$ cat src/rtl/msmp_pkg.sv
package msmp_pkg;

  localparam int MAX_WINDOWS = 8;
  localparam int MAX_BANDS   = 64;
  localparam int WCOUNT_W    = $clog2(MAX_WINDOWS + 1);
  localparam int WIN_W       = $clog2(MAX_WINDOWS);
  localparam int BAND_W      = 6;

  // cmd field of an input word
  localparam logic CMD_FRAME = 1'b0;
  localparam logic CMD_BIT   = 1'b1;

  // status field of a result word
  localparam logic [1:0] STAT_NO_MS  = 2'd0;
  localparam logic [1:0] STAT_MASK   = 2'd1;
  localparam logic [1:0] STAT_ALL    = 2'd2;
  localparam logic [1:0] STAT_ERROR  = 2'd3;

  // two-bit presence code from the bitstream
  localparam logic [1:0] PRES_NONE = 2'd0;
  localparam logic [1:0] PRES_MASK = 2'd1;
  localparam logic [1:0] PRES_ALL  = 2'd2;

  typedef struct packed {
    logic                   cmd;
    logic                   stream_bit;
    logic [3:0]             num_windows;
    logic [BAND_W-1:0]      bands_per_window;
    logic [BAND_W-1:0]      max_bands;
    logic [MAX_WINDOWS-1:0] group_starts;
  } msmp_item_t;

  typedef struct packed {
    logic [1:0]           status;
    logic [WIN_W-1:0]     group_index;
    logic [MAX_BANDS-1:0] mask_row;
    logic [BAND_W-1:0]    band_count;
    logic                 last;
  } msmp_result_t;

  typedef enum logic [1:0] {
    ST_IDLE,
    ST_PRESENT,
    ST_MASK,
    ST_BURST
  } msmp_state_t;

  typedef enum logic [2:0] {
    EM_NONE,
    EM_NO_MS,
    EM_ERROR,
    EM_ROW,
    EM_BURST
  } msmp_emit_t;

  typedef struct packed {
    logic       load_frame;
    logic       pos_clear;
    logic       burst_load;
    logic       burst_all;
    logic       shift_bit;
    logic       advance;
    msmp_emit_t emit;
  } msmp_cmd_t;

  typedef struct packed {
    logic active_over;
    logic active_zero;
    logic row_done;
    logic last_group;
    logic out_busy;
  } msmp_stat_t;

endpackage

$ cat src/rtl/msmp_dpath.sv
module msmp_dpath (
  input  logic                  clk,
  input  logic                  rst,
  input  msmp_pkg::msmp_item_t  item,
  input  msmp_pkg::msmp_cmd_t   cmd,
  output msmp_pkg::msmp_stat_t  stat,
  output msmp_pkg::msmp_result_t result,
  output logic                  result_valid,
  input  logic                  result_stall
);
  import msmp_pkg::*;

  logic [BAND_W-1:0]      bands_latched;
  logic [BAND_W-1:0]      active_latched;
  logic [MAX_WINDOWS-1:0] group_map;
  logic [WIN_W-1:0]       window_pos;
  logic [WIN_W-1:0]       group_pos;
  logic [BAND_W-1:0]      bit_pos;
  logic [MAX_BANDS-1:0]   row_shift;
  logic                   burst_all;

  logic [WCOUNT_W-1:0]    wc_clamp;
  logic [MAX_WINDOWS-1:0] map_new;
  logic [WCOUNT_W-1:0]    search_from;
  logic                   start_found;
  logic [WIN_W-1:0]       next_window;
  logic [MAX_BANDS-1:0]   row_new;
  logic [MAX_BANDS-1:0]   all_ones;
  logic [BAND_W-1:0]      bit_inc;
  msmp_result_t           result_next;

  // clamp window count into 1..MAX_WINDOWS and mask the group bitmap
  always_comb begin
    if (item.num_windows == 4'd0) begin
      wc_clamp = WCOUNT_W'(1);
    end else if (item.num_windows > 4'(MAX_WINDOWS)) begin
      wc_clamp = WCOUNT_W'(MAX_WINDOWS);
    end else begin
      wc_clamp = WCOUNT_W'(item.num_windows);
    end
    for (int i = 0; i < MAX_WINDOWS; i++) begin
      map_new[i] = ((i == 0) ? 1'b1 : item.group_starts[i]) &&
                   (WCOUNT_W'(i) < wc_clamp);
    end
  end

  // lowest group start after the current window
  always_comb begin
    search_from = WCOUNT_W'(window_pos) + WCOUNT_W'(1);
    start_found = 1'b0;
    next_window = '0;
    for (int i = MAX_WINDOWS - 1; i >= 0; i--) begin
      if (group_map[i] && (WCOUNT_W'(i) >= search_from)) begin
        start_found = 1'b1;
        next_window = WIN_W'(i);
      end
    end
  end

  assign bit_inc  = bit_pos + BAND_W'(1);
  assign row_new  = row_shift | (MAX_BANDS'(item.stream_bit) << bit_pos);
  assign all_ones = ~({MAX_BANDS{1'b1}} << bands_latched);

  assign stat.active_over = active_latched > bands_latched;
  assign stat.active_zero = active_latched == '0;
  assign stat.row_done    = bit_inc == active_latched;
  assign stat.last_group  = !start_found;
  assign stat.out_busy    = result_valid && result_stall;

  always_comb begin
    result_next             = result;
    result_next.group_index = group_pos;
    result_next.band_count  = bands_latched;
    result_next.last        = !start_found;
    case (cmd.emit)
      EM_NO_MS, EM_ERROR: begin
        result_next.status      = (cmd.emit == EM_ERROR) ? STAT_ERROR : STAT_NO_MS;
        result_next.group_index = '0;
        result_next.mask_row    = '0;
        result_next.band_count  = '0;
        result_next.last        = 1'b1;
      end
      EM_ROW: begin
        result_next.status   = STAT_MASK;
        result_next.mask_row = row_new;
      end
      EM_BURST: begin
        result_next.status   = burst_all ? STAT_ALL : STAT_MASK;
        result_next.mask_row = burst_all ? all_ones : '0;
      end
      default: begin
        result_next = result;
      end
    endcase
  end

  always_ff @(posedge clk) begin
    if (rst) begin
      result_valid   <= 1'b0;
      bands_latched  <= '0;
      active_latched <= '0;
      group_map      <= MAX_WINDOWS'(1);
      window_pos     <= '0;
      group_pos      <= '0;
      bit_pos        <= '0;
      burst_all      <= 1'b0;
    end else begin
      if (cmd.emit != EM_NONE) begin
        result_valid <= 1'b1;
      end else if (!result_stall) begin
        result_valid <= 1'b0;
      end
      if (cmd.load_frame) begin
        bands_latched  <= item.bands_per_window;
        active_latched <= item.max_bands;
        group_map      <= map_new;
      end
      if (cmd.load_frame || cmd.pos_clear) begin
        window_pos <= '0;
        group_pos  <= '0;
        bit_pos    <= '0;
      end else if (cmd.advance) begin
        window_pos <= next_window;
        group_pos  <= group_pos + WIN_W'(1);
        bit_pos    <= '0;
      end else if (cmd.shift_bit) begin
        bit_pos <= bit_inc;
      end
      if (cmd.burst_load) begin
        burst_all <= cmd.burst_all;
      end
    end
  end

  always_ff @(posedge clk) begin
    if (cmd.emit != EM_NONE) begin
      result <= result_next;
    end
    if (cmd.load_frame || cmd.pos_clear || cmd.advance) begin
      row_shift <= '0;
    end else if (cmd.shift_bit) begin
      row_shift <= row_new;
    end
  end

endmodule

$ cat src/rtl/msmp_ctrl.sv
module msmp_ctrl (
  input  logic                 clk,
  input  logic                 rst,
  input  msmp_pkg::msmp_item_t item,
  input  logic                 item_valid,
  output logic                 item_stall,
  output msmp_pkg::msmp_cmd_t  cmd,
  input  msmp_pkg::msmp_stat_t stat
);
  import msmp_pkg::*;

  msmp_state_t state, state_next;
  logic        pres_seen, pres_seen_next;
  logic        pres_hi, pres_hi_next;
  logic        ready;
  logic        take;

  always_ff @(posedge clk) begin
    if (rst) begin
      state     <= ST_IDLE;
      pres_seen <= 1'b0;
      pres_hi   <= 1'b0;
    end else begin
      state     <= state_next;
      pres_seen <= pres_seen_next;
      pres_hi   <= pres_hi_next;
    end
  end

  assign ready      = (state != ST_BURST) && !stat.out_busy;
  assign item_stall = !ready;
  assign take       = item_valid && ready;

  always_comb begin
    state_next     = state;
    pres_seen_next = pres_seen;
    pres_hi_next   = pres_hi;
    cmd            = '0;
    cmd.emit       = EM_NONE;
    if (take) begin
      if (item.cmd == CMD_FRAME) begin
        cmd.load_frame = 1'b1;
        state_next     = ST_PRESENT;
        pres_seen_next = 1'b0;
      end else begin
        case (state)
          ST_PRESENT: begin
            if (!pres_seen) begin
              pres_seen_next = 1'b1;
              pres_hi_next   = item.stream_bit;
            end else begin
              pres_seen_next = 1'b0;
              state_next     = ST_IDLE;
              case ({pres_hi, item.stream_bit})
                PRES_NONE: begin
                  cmd.emit = EM_NO_MS;
                end
                PRES_ALL: begin
                  cmd.burst_load = 1'b1;
                  cmd.burst_all  = 1'b1;
                  cmd.pos_clear  = 1'b1;
                  state_next     = ST_BURST;
                end
                PRES_MASK: begin
                  if (stat.active_over) begin
                    cmd.emit = EM_ERROR;
                  end else if (stat.active_zero) begin
                    cmd.burst_load = 1'b1;
                    cmd.pos_clear  = 1'b1;
                    state_next     = ST_BURST;
                  end else begin
                    cmd.pos_clear = 1'b1;
                    state_next    = ST_MASK;
                  end
                end
                default: begin
                  cmd.emit = EM_ERROR;
                end
              endcase
            end
          end
          ST_MASK: begin
            cmd.shift_bit = 1'b1;
            if (stat.row_done) begin
              cmd.emit = EM_ROW;
              if (stat.last_group) begin
                cmd.pos_clear = 1'b1;
                state_next    = ST_IDLE;
              end else begin
                cmd.advance = 1'b1;
              end
            end
          end
          default: begin
          end
        endcase
      end
    end else if (state == ST_BURST && !stat.out_busy) begin
      cmd.emit = EM_BURST;
      if (stat.last_group) begin
        cmd.pos_clear = 1'b1;
        state_next    = ST_IDLE;
      end else begin
        cmd.advance = 1'b1;
      end
    end
  end

endmodule

$ cat src/rtl/ms_mask_parser_core.sv
// Mid/side mask parser. Feed a frame-start word (cmd 0) with the frame's
// window count, bands per window, active band count and group-start bitmap,
// then the bitstream one bit per word (cmd 1). The block reads the two
// presence bits, then either returns one "no mid/side" result, one error,
// or one mask row per window group; the final result of a frame has last
// set. Bit words that arrive outside a frame are dropped without a result,
// and a new frame-start word abandons the running frame. Throughput is one
// input word per cycle while the result register is free: each word is
// consumed in the cycle it is accepted and a row leaves through a single
// result register, so a stalled result holds the input off. Presence code 2,
// or code 1 with zero active bands, produces one row per group from the
// controller's burst state, one row per cycle while the result is not held;
// input is stalled throughout the burst.
module ms_mask_parser_core (
  input  logic                   clk,
  input  logic                   rst,
  input  msmp_pkg::msmp_item_t   item,
  input  logic                   item_valid,
  output logic                   item_stall,
  output msmp_pkg::msmp_result_t result,
  output logic                   result_valid,
  input  logic                   result_stall
);
  import msmp_pkg::*;

  msmp_cmd_t  cmd;
  msmp_stat_t stat;

  // controller: presence decode and burst sequencing
  msmp_ctrl u_ctrl (
    .clk        (clk),
    .rst        (rst),
    .item       (item),
    .item_valid (item_valid),
    .item_stall (item_stall),
    .cmd        (cmd),
    .stat       (stat)
  );

  // datapath: frame registers, row shifter, group walk, result register
  msmp_dpath u_dpath (
    .clk          (clk),
    .rst          (rst),
    .item         (item),
    .cmd          (cmd),
    .stat         (stat),
    .result       (result),
    .result_valid (result_valid),
    .result_stall (result_stall)
  );

  // a held result must keep new words out
  a_stall_blocks_input: assert property (@(posedge clk) disable iff (rst)
    (result_valid && result_stall) |-> item_stall)
    else $error("input accepted while result is held");

  // terminal results carry no row and end the frame
  a_terminal_result: assert property (@(posedge clk) disable iff (rst)
    (result_valid && (result.status == STAT_NO_MS || result.status == STAT_ERROR))
      |-> (result.last && result.mask_row == '0 && result.band_count == '0 &&
           result.group_index == '0))
    else $error("no mid/side or error result malformed");

  // reset empties the result register
  a_reset_clears: assert property (@(posedge clk)
    rst |=> !result_valid)
    else $error("result valid after reset");

endmodule

$ cat config.mk
export PLATFORM = sky130hd
export DESIGN_NAME = ms_mask_parser_core
export DESIGN_NICKNAME = d
export VERILOG_FILES = /design/src/rtl/msmp_pkg.sv /design/src/rtl/msmp_dpath.sv /design/src/rtl/msmp_ctrl.sv /design/src/rtl/ms_mask_parser_core.sv
export SDC_FILE = /design/constraint.sdc
export NUM_CORES = 1
export LEC_CHECK = 0
export BUFFER_PORTS_ARGS = -buffer_cell sky130_fd_sc_hd__buf_4
export CAP_MARGIN = 30
export CORE_UTILIZATION = 55
export DETAILED_ROUTE_END_ITERATION = 6
export HOLD_SLACK_MARGIN = 0.1
export PLACE_DENSITY_LB_ADDON = 0.15
export SLEW_MARGIN = 20
export SYNTH_ARGS = -nofsm -noshare
export SYNTH_HDL_FRONTEND = slang
export SYNTH_SLANG_ARGS = --single-unit
$ cat constraint.sdc
create_clock -name clk -period 6 [get_ports clk]
set_input_delay 0.9 -clock clk [delete_from_list [all_inputs] [get_ports clk]]
set_output_delay 0.9 -clock clk [all_outputs]
set_load 0.03 [all_outputs]
==> flow_summary.ini, run 1 <==
[timing]
clock.fmax_mhz = 244
fin_crit_ps = 4100
setup_viol = 0
hold_violations = 0
finClkSkew_ps = 20.2
drv_slew = 0
relSlewSlack_pct = 36.5
rsz0062_at_grt = false
period_share_pct = 68.4
final.setup.tns_ps = 0
worstMarginPinSlew_ps = 949
fin_ws_ps = 1900

[floorplan]
initial_core_util_pct = 56.9
die_h_um = 122
die_w_um = 122
placementRows = 43
die_area_sq_um = 15000
coreArea_sq_um = 14000
ios = 108

[power_and_ir_drop]
power.density_nw_per_um2 = 261
vdd_drop_max_mv = 0.194
p_leak_nw = 3.62

[critical_path]
cp_cell_sequence = inv_1 > ha_1 > nor2b_1 > o21ai_0 > a21oi_1 > o311ai_0 > a32oi_1 > o21ai_4 > buf_4 > nor2_1
cp_slowest_stage_delay_ps = 740
crit_slowest_cell = dfxtp_1
crit_required_ps = 6300
worst_ep_arrival_time_ps = 4400
r2r-start = u_dpath.bands_latched[1]
cp-start-kind = flip-flop
cp-end-kind = flip-flop
worstRegToRegCells = 10
critPathMaxFanout = 42
ff2ff_setup_slack_ps = 1900
critical_path_class = reg -> reg
worst_r2r_endpoint = u_dpath.row_shift[48]

[layout]
nNetsFinal = 990
nFillCells = 1125
syn2layout_area_growth_pct = 19.3
fin_util_pct = 67.9
antenna_cells = 0
stdcell_area_sq_um = 9500
layout-drive-gt1-share_pct = 17.6

[synth]
async_flop_share_pct = 0
ys_seq_area_share_pct = 54.3
synth_most_common_cell = a21oi_1
synth_common_cells = 169 x a21oi_1, 116 x nor2_1, 102 x dfxtp_1, 76 x edfxtp_1, 71 x nand2_1
post_synth.cell_area_avg_sq_um = 9.27
synth_area_sq_um = 7960
yosys.area.top_type = edfxtp_1
syn_inst = 859
ys_warn_count = 0
synthTopCellsByArea = edfxtp_1 29%, dfxtp_1 26%, a21oi_1 11%
synth_edf_count = 76
synth_cell_type_count = 56
ys.flop_type = dfxtp_1
netlist.area_leader.share_pct = 28.7
synthesis.nets = 906
synth-seq-cells = 178

[grt]
grt_pass1_wl_um = 33100
grt-ovfl-total = 0
grt_antenna_before_repair = 0
grt_util_all_layers_pct = 29.5
grt_max_degree = 54
grt_pass1_vias = 6092

[routing]
drt-vias-per-instance = 6.15
wl_per_cell_um = 19.1
routed_wirelength_um = 21700
drt_iter0_drc = 1035
dr.pass1.iters = 6
vias = 6987
ant_nets = 0
drc = 0

[job]
drv_cap = 0

[clocking]
hold_buffers = 0
clkTransAtPathRegs_ps = 60
cts.path.max_buffers = 2
cts-buffers-inserted = 17
clock_sinks = 178
clk_latency_ps = 440
cts_resized = 0
root_buffer = clkbuf_16
cts_tree = done
htreeDepth = 4
post-cts-setup-buffers = 0

[placement]
io_buffer_count = 106
place_congestion = 0.917
hpwl_um = 15600
place_ws_ps = 2050
place_area_sq_um = 8870

[hold_path]
min_to = u_dpath.group_map[5]
hp-class = reg -> reg
hp-start = u_dpath.group_map[5]
hold_depth = 2

[status]
status = finished, final reports clean
==> layout by cell type, fill, tap and decap left out, drive strengths merged, types with 4 or more instances in the layout <==
cell / n
clkbuf: 27
a21o: 5
nand2b: 8
nor3: 21
a31oi: 4
xnor2: 8
and2: 14
ha: 17
xor2: 6
inv: 22
nand3: 15
or3: 5
edfxtp: 76
nor2: 116
o221ai: 15
o21ai: 35
buf: 123
o211ai: 5
nor2b: 5
o22ai: 38
nand2: 71
a21oi: 169
dfxtp: 102
and3: 4
==> layer usage <==
layer	up-vias	global-route usage (%)	wire length (um)
li1	3269	-	-
met1	3234	43.9	9290
met2	446	42.9	9340
met3	38	6.97	2760
met4	0	7.55	310
met5	-	0	0
==> report_power, final <==
part | internal, mW | switching, mW
Clock | 0.651 | 0.443
Sequential | 1.26 | 0.0145
Combinational | 0.0425 | 0.0701
==> flip-flops by register name, summed over array words and instances, names as in the netlist, 2 cells and up <==
name	cells
u_dpath.active_latched	6
u_dpath.result	76
u_dpath.bit_pos	6
u_dpath.bands_latched	6
u_dpath.window_pos	3
u_dpath.group_map	8
u_dpath.row_shift	64
u_dpath.group_pos	3
u_ctrl.state	2
==> cell families after synthesis <==
logic type                 synth area share (%)
AOI/OAI and AO/OA                          21.7
and+or+nand+nor                            15.5
DFF                                        54.3
buffers and inverters                      3.94
adders and majority gates                  2.67
xor gates and xnor gates                   1.54
muxes                                     0.377
==> critical path: cells and delay by family (launching register included) <==
kind                     cells  cell delay (ps)
adder cells (fa/ha/maj)      1              330
flip-flops                   1              740
buffers and inverters        2              710
AND/OR/NAND/NOR              2              260
AO/OA/AOI/OAI                5             1900
==> per-stage QoR <==
step / hold WS, ps / instances / total power, mW
CTS: 459 / 1131 / 2.48
detailed placement: 450 / 1099 / 1.41
global placement: 448 / 1096 / 1.41
global route: 482 / 1136 / 2.55
floorplan: 432 / 859 / 1.37
finish: 454 / 1136 / 2.48
==> how the worst max path moves through the flow <==
stage                                   from               endpoint  slack, ps  cells past startpoint
floorplan                           item[24]      u_dpath.result[0]       2010                      6
finish              u_dpath.bands_latched[1]  u_dpath.row_shift[48]       1900                     10
CTS                 u_dpath.bands_latched[1]  u_dpath.row_shift[48]       1990                     10
detailed placement  u_dpath.bands_latched[1]  u_dpath.row_shift[40]       2050                     10
global placement    u_dpath.bands_latched[1]  u_dpath.row_shift[59]       2090                     10
global route        u_dpath.bands_latched[1]  u_dpath.row_shift[48]       1690                     10
==> layout make-up <==
class                           instances  area [sq um]  share of cell area, %
Multi-Input combinational cell        603          3350                   35.3
Sequential cell                       178          4320                   45.5
Timing Repair Buffer                  124           941                   9.90
Inverter                               19          71.3                  0.750
Tap cell                              180           225                   2.37
Clock inverter                          6          66.3                  0.698
Clock buffer                           26           524                   5.52
(Power assumes the default switching activity.)
==> run 2, diff against run 1 <==
--- a/config.mk
+++ b/config.mk
@@ -5,6 +5,7 @@
 export SDC_FILE = /design/constraint.sdc
 export NUM_CORES = 1
 export LEC_CHECK = 0
+export ABC_AREA = 1
 export BUFFER_PORTS_ARGS = -buffer_cell sky130_fd_sc_hd__buf_4
 export CAP_MARGIN = 30
 export CORE_UTILIZATION = 55
==> constraint.sdc (replaced) <==
create_clock -name clk -period 4.1 [get_ports clk]
set_input_delay 0.615 -clock clk [delete_from_list [all_inputs] [get_ports clk]]
set_output_delay 0.615 -clock clk [all_outputs]
set_load 0.03 [all_outputs]
==> flow_summary.ini, run 2 <==
[status]
status = finished, final reports clean

[clocking]
post-cts-setup-buffers = 0
cts_resized = 0
cts_tree = done
cts.path.max_buffers = 2
clkTransAtPathRegs_ps = 70
clk_latency_ps = 450
root_buffer = clkbuf_16
hold_buffers = 0
htreeDepth = 4
cts-buffers-inserted = 17
clock_sinks = 178

[critical_path]
critPathMaxFanout = 35
worst_ep_arrival_time_ps = 3300
crit_required_ps = 4400
cp-start-kind = flip-flop
critical_path_class = reg -> reg
cp-end-kind = flip-flop

[timing]
fin_hold_ws_ps = 426
final.setup.tns_ps = 0
relSlewSlack_pct = 47.0
drv_slew = 0
finClkSkew_ps = 14.5
period_share_pct = 73.3
fin_crit_ps = 3000
fin_ws_ps = 1100
clock.fmax_mhz = 333
rsz0062_at_grt = false
setup_viol = 0
worstMarginPinSlew_ps = 795
hold_violations = 0

[synth]
synth_edf_count = 76
synthesis.nets = 1091
ys_warn_count = 0
synth_cell_type_count = 38
post_synth.cell_area_avg_sq_um = 8.08
synth_area_sq_um = 8440
synth_compound_area_share_pct = 15.1
ys_seq_area_share_pct = 51.3
syn_inst = 1044
yosys.area.top_type = edfxtp_1
synth_top_family_by_area = simple AND/OR/NAND/NOR gates
muxShareOfSynthArea_pct = 0
synthSimpleGateAreaFrac_pct = 23.8
netlist.area_leader.share_pct = 27.1
synthTopCellsByArea = edfxtp_1 27%, dfxtp_1 24%, nand2_1 8.4%
async_flop_share_pct = 0
synth_most_common_cell = nand2_1
ys.flop_type = dfxtp_1
synth_fa_ha_area_share_pct = 2.52
synth-xor-area-share_pct = 0.208
synth_common_cells = 188 x nand2_1, 151 x nor2_1, 102 x a21oi_1, 102 x dfxtp_1, 79 x inv_1
synth-seq-cells = 178

[floorplan]
coreArea_sq_um = 14800
die_w_um = 126
initial_core_util_pct = 57.2
placementRows = 44
ios = 108
die_h_um = 126
die_area_sq_um = 15800

[layout]
stdcell_area_sq_um = 9950
layout-drive-gt1-share_pct = 16.2
instances_no_fill = 1335
syn2layout_area_growth_pct = 17.9
largest_register_ffs = 76
antenna_cells = 0
reg_top3 = u_dpath.result x76, u_dpath.row_shift x64, u_dpath.group_map x8
fin_util_pct = 67.4
layout_commonest_cell = nand2_1
final_cell_mix = 187 x nand2_1, 150 x nor2_1, 123 x buf_4
largest_register = u_dpath.result
nNetsFinal = 1185

[grt]
grt_antenna_before_repair = 0
grt_pass1_vias = 6942
grt_pass1_wl_um = 35100
grt_max_degree = 72
grt-ovfl-total = 0
grt_util_all_layers_pct = 28.7

[placement]
hpwl_um = 14800
place_congestion = 0.924
place_area_sq_um = 9360
io_buffer_count = 106
dp_cells = 1303
place_ws_ps = 1170

[routing]
routed_wirelength_um = 21800
drt-vias-per-instance = 5.64
wl_per_cell_um = 16.3
vias = 7533
dr.pass1.iters = 6
drc = 0
ant_nets = 0
drt_iter0_drc = 956

[hold_path]
hp-class = in -> reg

[power_and_ir_drop]
report.power.total_mw = 3.68
vdd_drop_max_mv = 0.283
power.density_nw_per_um2 = 370
p_leak_nw = 4.21

[job]
drv_cap = 0
[run 2: where the power goes]
part / internal, mW / switching [mW]
Combinational: 0.0662 / 0.140
Clock: 0.904 / 0.704
Sequential: 1.85 / 0.0165
Total: 2.82 / 0.861
[run 2: cells by family after synthesis]
family          Yosys count
xor+xnor                  2
compound gates          246
fa+ha+maj                17
buf+inv                 135
simple gates            466
flops                   178
[run 2: area by class of cell]
| type | instances | area, sq um |
|---|---|---|
| well taps | 184 | 230 |
| fillers | 1291 | 4810 |
| multi-input cells | 731 | 3530 |
| clock buffers | 18 | 429 |
| inverters | 85 | 319 |
| flip-flops and latches | 178 | 4320 |
| repair buffers | 125 | 963 |
| clock inverters | 14 | 154 |
[run 2: critical path: stages, from the launching register on]
cell and delay (ps):
dfxtp_1 500, clkinv_1 370, ha_1 420, nand2_1 50, nor2_1 150, nand2_1 70, nand3_1 60, nand2_1 70
nor2_1 80, o21ai_0 90, nand2_1 120, nand2_2 110, nor2_8 300, buf_12 230, o21ai_0 110, nand2_1 100
[run 2: final timing paths]
check                                start  cells after the start  slack [ps]              endpoint
setup / recovery  u_dpath.bands_latched[3]                     15        1100    u_dpath.result[31]
hold / removal                         rst                      2         430  u_dpath.group_map[2]
setup reg to reg  u_dpath.bands_latched[3]                     15        1100    u_dpath.result[31]
hold reg to reg       u_dpath.group_map[1]                      2         460  u_dpath.group_map[1]
[run 2: routing by layer]
layer / up-vias / global-route usage, % / share of wire [%]
met4: 0 / 13.0 / 2.5
met1: 3418 / 37.2 / 42
li1: 3711 / - / -
met3: 46 / 6.58 / 8.9
met2: 358 / 45.8 / 47
met5: - / 0 / 0
==> run 3, diff against run 2 <==
==> constraint.sdc (replaced) <==
create_clock -name clk -period 2.8 [get_ports clk]
set_input_delay 0.42 -clock clk [delete_from_list [all_inputs] [get_ports clk]]
set_output_delay 0.42 -clock clk [all_outputs]
set_load 0.03 [all_outputs]
==> flow_summary.ini, run 3 (synthesis gave the netlist of run 2 again) <==
[grt]
grt_antenna_before_repair = 0
grt_pass1_vias = 7134
grt_max_degree = 65
grt_pass1_wl_um = 36700
grt-ovfl-total = 0
grt_util_all_layers_pct = 30.1

[clocking]
cts-buffers-inserted = 17
cts_tree = done
hold_buffers = 0
root_buffer = clkbuf_16
post-cts-setup-buffers = 0
clk_latency_ps = 440
htreeDepth = 4
cts_resized = 0
cts.path.max_buffers = 2
clock_sinks = 178
clkTransAtPathRegs_ps = 70

[critical_path]
critical_path_class = reg -> reg
worst-path-stages = 15
cp-end-kind = flip-flop
cpMostUsedCell = nand2_1
worst_ep_arrival_time_ps = 2680
worstRegToRegCells = 15
crit_family = simple AND/OR/NAND/NOR gates
cp_cell_sequence = inv_1 > ha_1 > inv_1 > o21bai_1 > nand2_1 > nand3_1 > nand2_1 > nor2_1 > o21ai_0 > nand2_1 > nand2_2 > nor2_8 > buf_12 > o21ai_1 > nand2_1
ff2ff_setup_slack_ps = 280
cp-start-kind = flip-flop
crit_slowest_cell = dfxtp_1
r2r-start = u_dpath.bands_latched[1]
critical_path.startpoint = u_dpath.bands_latched[1]
critPathMaxFanout = 41
cp_slowest_stage_delay_ps = 410
crit_required_ps = 2960
worst_r2r_endpoint = u_dpath.result[59]
crit_buf_inv = 3

[floorplan]
initial_core_util_pct = 57.2
die_h_um = 126
die_area_sq_um = 15800
die_w_um = 126
ios = 108
placementRows = 44
coreArea_sq_um = 14800

[placement]
hpwl_um = 15700
io_buffer_count = 106
dp_cells = 1318
place_area_sq_um = 9500
place_congestion = 0.960

[timing]
rsz0062_at_grt = false
worstMarginPinSlew_ps = 589
final.setup.tns_ps = 0
period_share_pct = 90.0
drv_slew = 0
relSlewSlack_pct = 60.6
clock.fmax_mhz = 397
fin_crit_ps = 2520
fin_hold_ws_ps = 248
hold_violations = 0
finClkSkew_ps = 8.19
setup_viol = 0

[layout]
layout_commonest_cell = nand2_1
layout-drive-gt1-share_pct = 17.2
nFillCells = 1253
largest_register = u_dpath.result
instances_no_fill = 1349
largest_register_ffs = 76
antenna_cells = 0
stdcell_area_sq_um = 10100
nNetsFinal = 1200
multiInputGateArea_sq_um = 3530
syn2layout_area_growth_pct = 19.6
regArea_sq_um = 4320
final_cell_mix = 187 x nand2_1, 150 x nor2_1, 136 x buf_4
reg_top3 = u_dpath.result x76, u_dpath.row_shift x64, u_dpath.group_map x8

[power_and_ir_drop]
report.power.total_mw = 5.46
power.density_nw_per_um2 = 541
vdd_drop_max_mv = 0.418
p_leak_nw = 4.30

[routing]
routed_wirelength_um = 23300
drt-vias-per-instance = 5.79
dr.pass1.iters = 7
ant_nets = 0
vias = 7807
wl_per_cell_um = 17.3
drt_iter0_drc = 846
drc = 6

[status]
violations = design-rule violations
status = finished, violations left

[hold_path]
hp-class = in -> reg
min_to = u_dpath.group_map[2]
hp-start = rst
hold_depth = 2

[job]
drv_cap = 0
==> run 3: cell types whose count changed in the layout (fill, tap and decap cells not counted) <==
cell	previous run	this run
clkinv_4	4	1
buf_4	123	136
clkinv_2	1	3
buf_12	2	4
clkinvlp_4	2	1
bufinv_16	2	3
==> run 3: stage by stage <==
stage	worst slack [ps]	utilization [%]
after global placement	385	64.4
after floorplan	226	-
after global routing	49.6	68.4
final	279	68.4
after detailed placement	345	64.4
after CTS	331	68.4
==> run 3: how the worst max path moves through the flow <==
stage / end / slack (ps)
floorplan: u_dpath.result[0] / 230
global placement: u_dpath.result[51] / 390
detailed placement: u_dpath.result[59] / 340
CTS: u_dpath.result[51] / 330
global route: u_dpath.result[38] / 50
finish: u_dpath.result[59] / 280
==> run 3: routing by layer <==
| metal | track usage, % | share of wire (%) | vias up |
|---|---|---|---|
| met3 | 5.10 | 8.6 | 50 |
| met5 | 0 | 0 | - |
| met2 | 47.1 | 46 | 372 |
| li1 | - | - | 3742 |
| met1 | 41.3 | 43 | 3643 |
| met4 | 13.5 | 2.9 | 0 |
==> run 3: power breakdown <==
part	leakage [nW]	switching [mW]	internal, mW	total, mW
Sequential	1.57	0.0173	2.70	2.72
Clock	0.289	1.01	1.40	2.41
Combinational	2.44	0.218	0.106	0.325
Total	4.30	1.24	4.21	5.46
==> run 3: final cells by class <==
cell class              instances  area share [%]
clock inverters                13            1.59
clock buffers                  18            4.25
flip-flops and latches        178            42.9
well taps                     184            2.28
multi-input cells             731            34.9
repair buffers                140            10.9
inverters                      85            3.16
==> run 3: worst reg2reg max path, delay by kind of cell, from the launching register on <==
kind	cells	cell delay [ps]
and+or+nand+nor	8	700
AOI/OAI and AO/OA	3	450
buffers and inverters	3	370
adders and majority gates	1	310
DFF	1	410
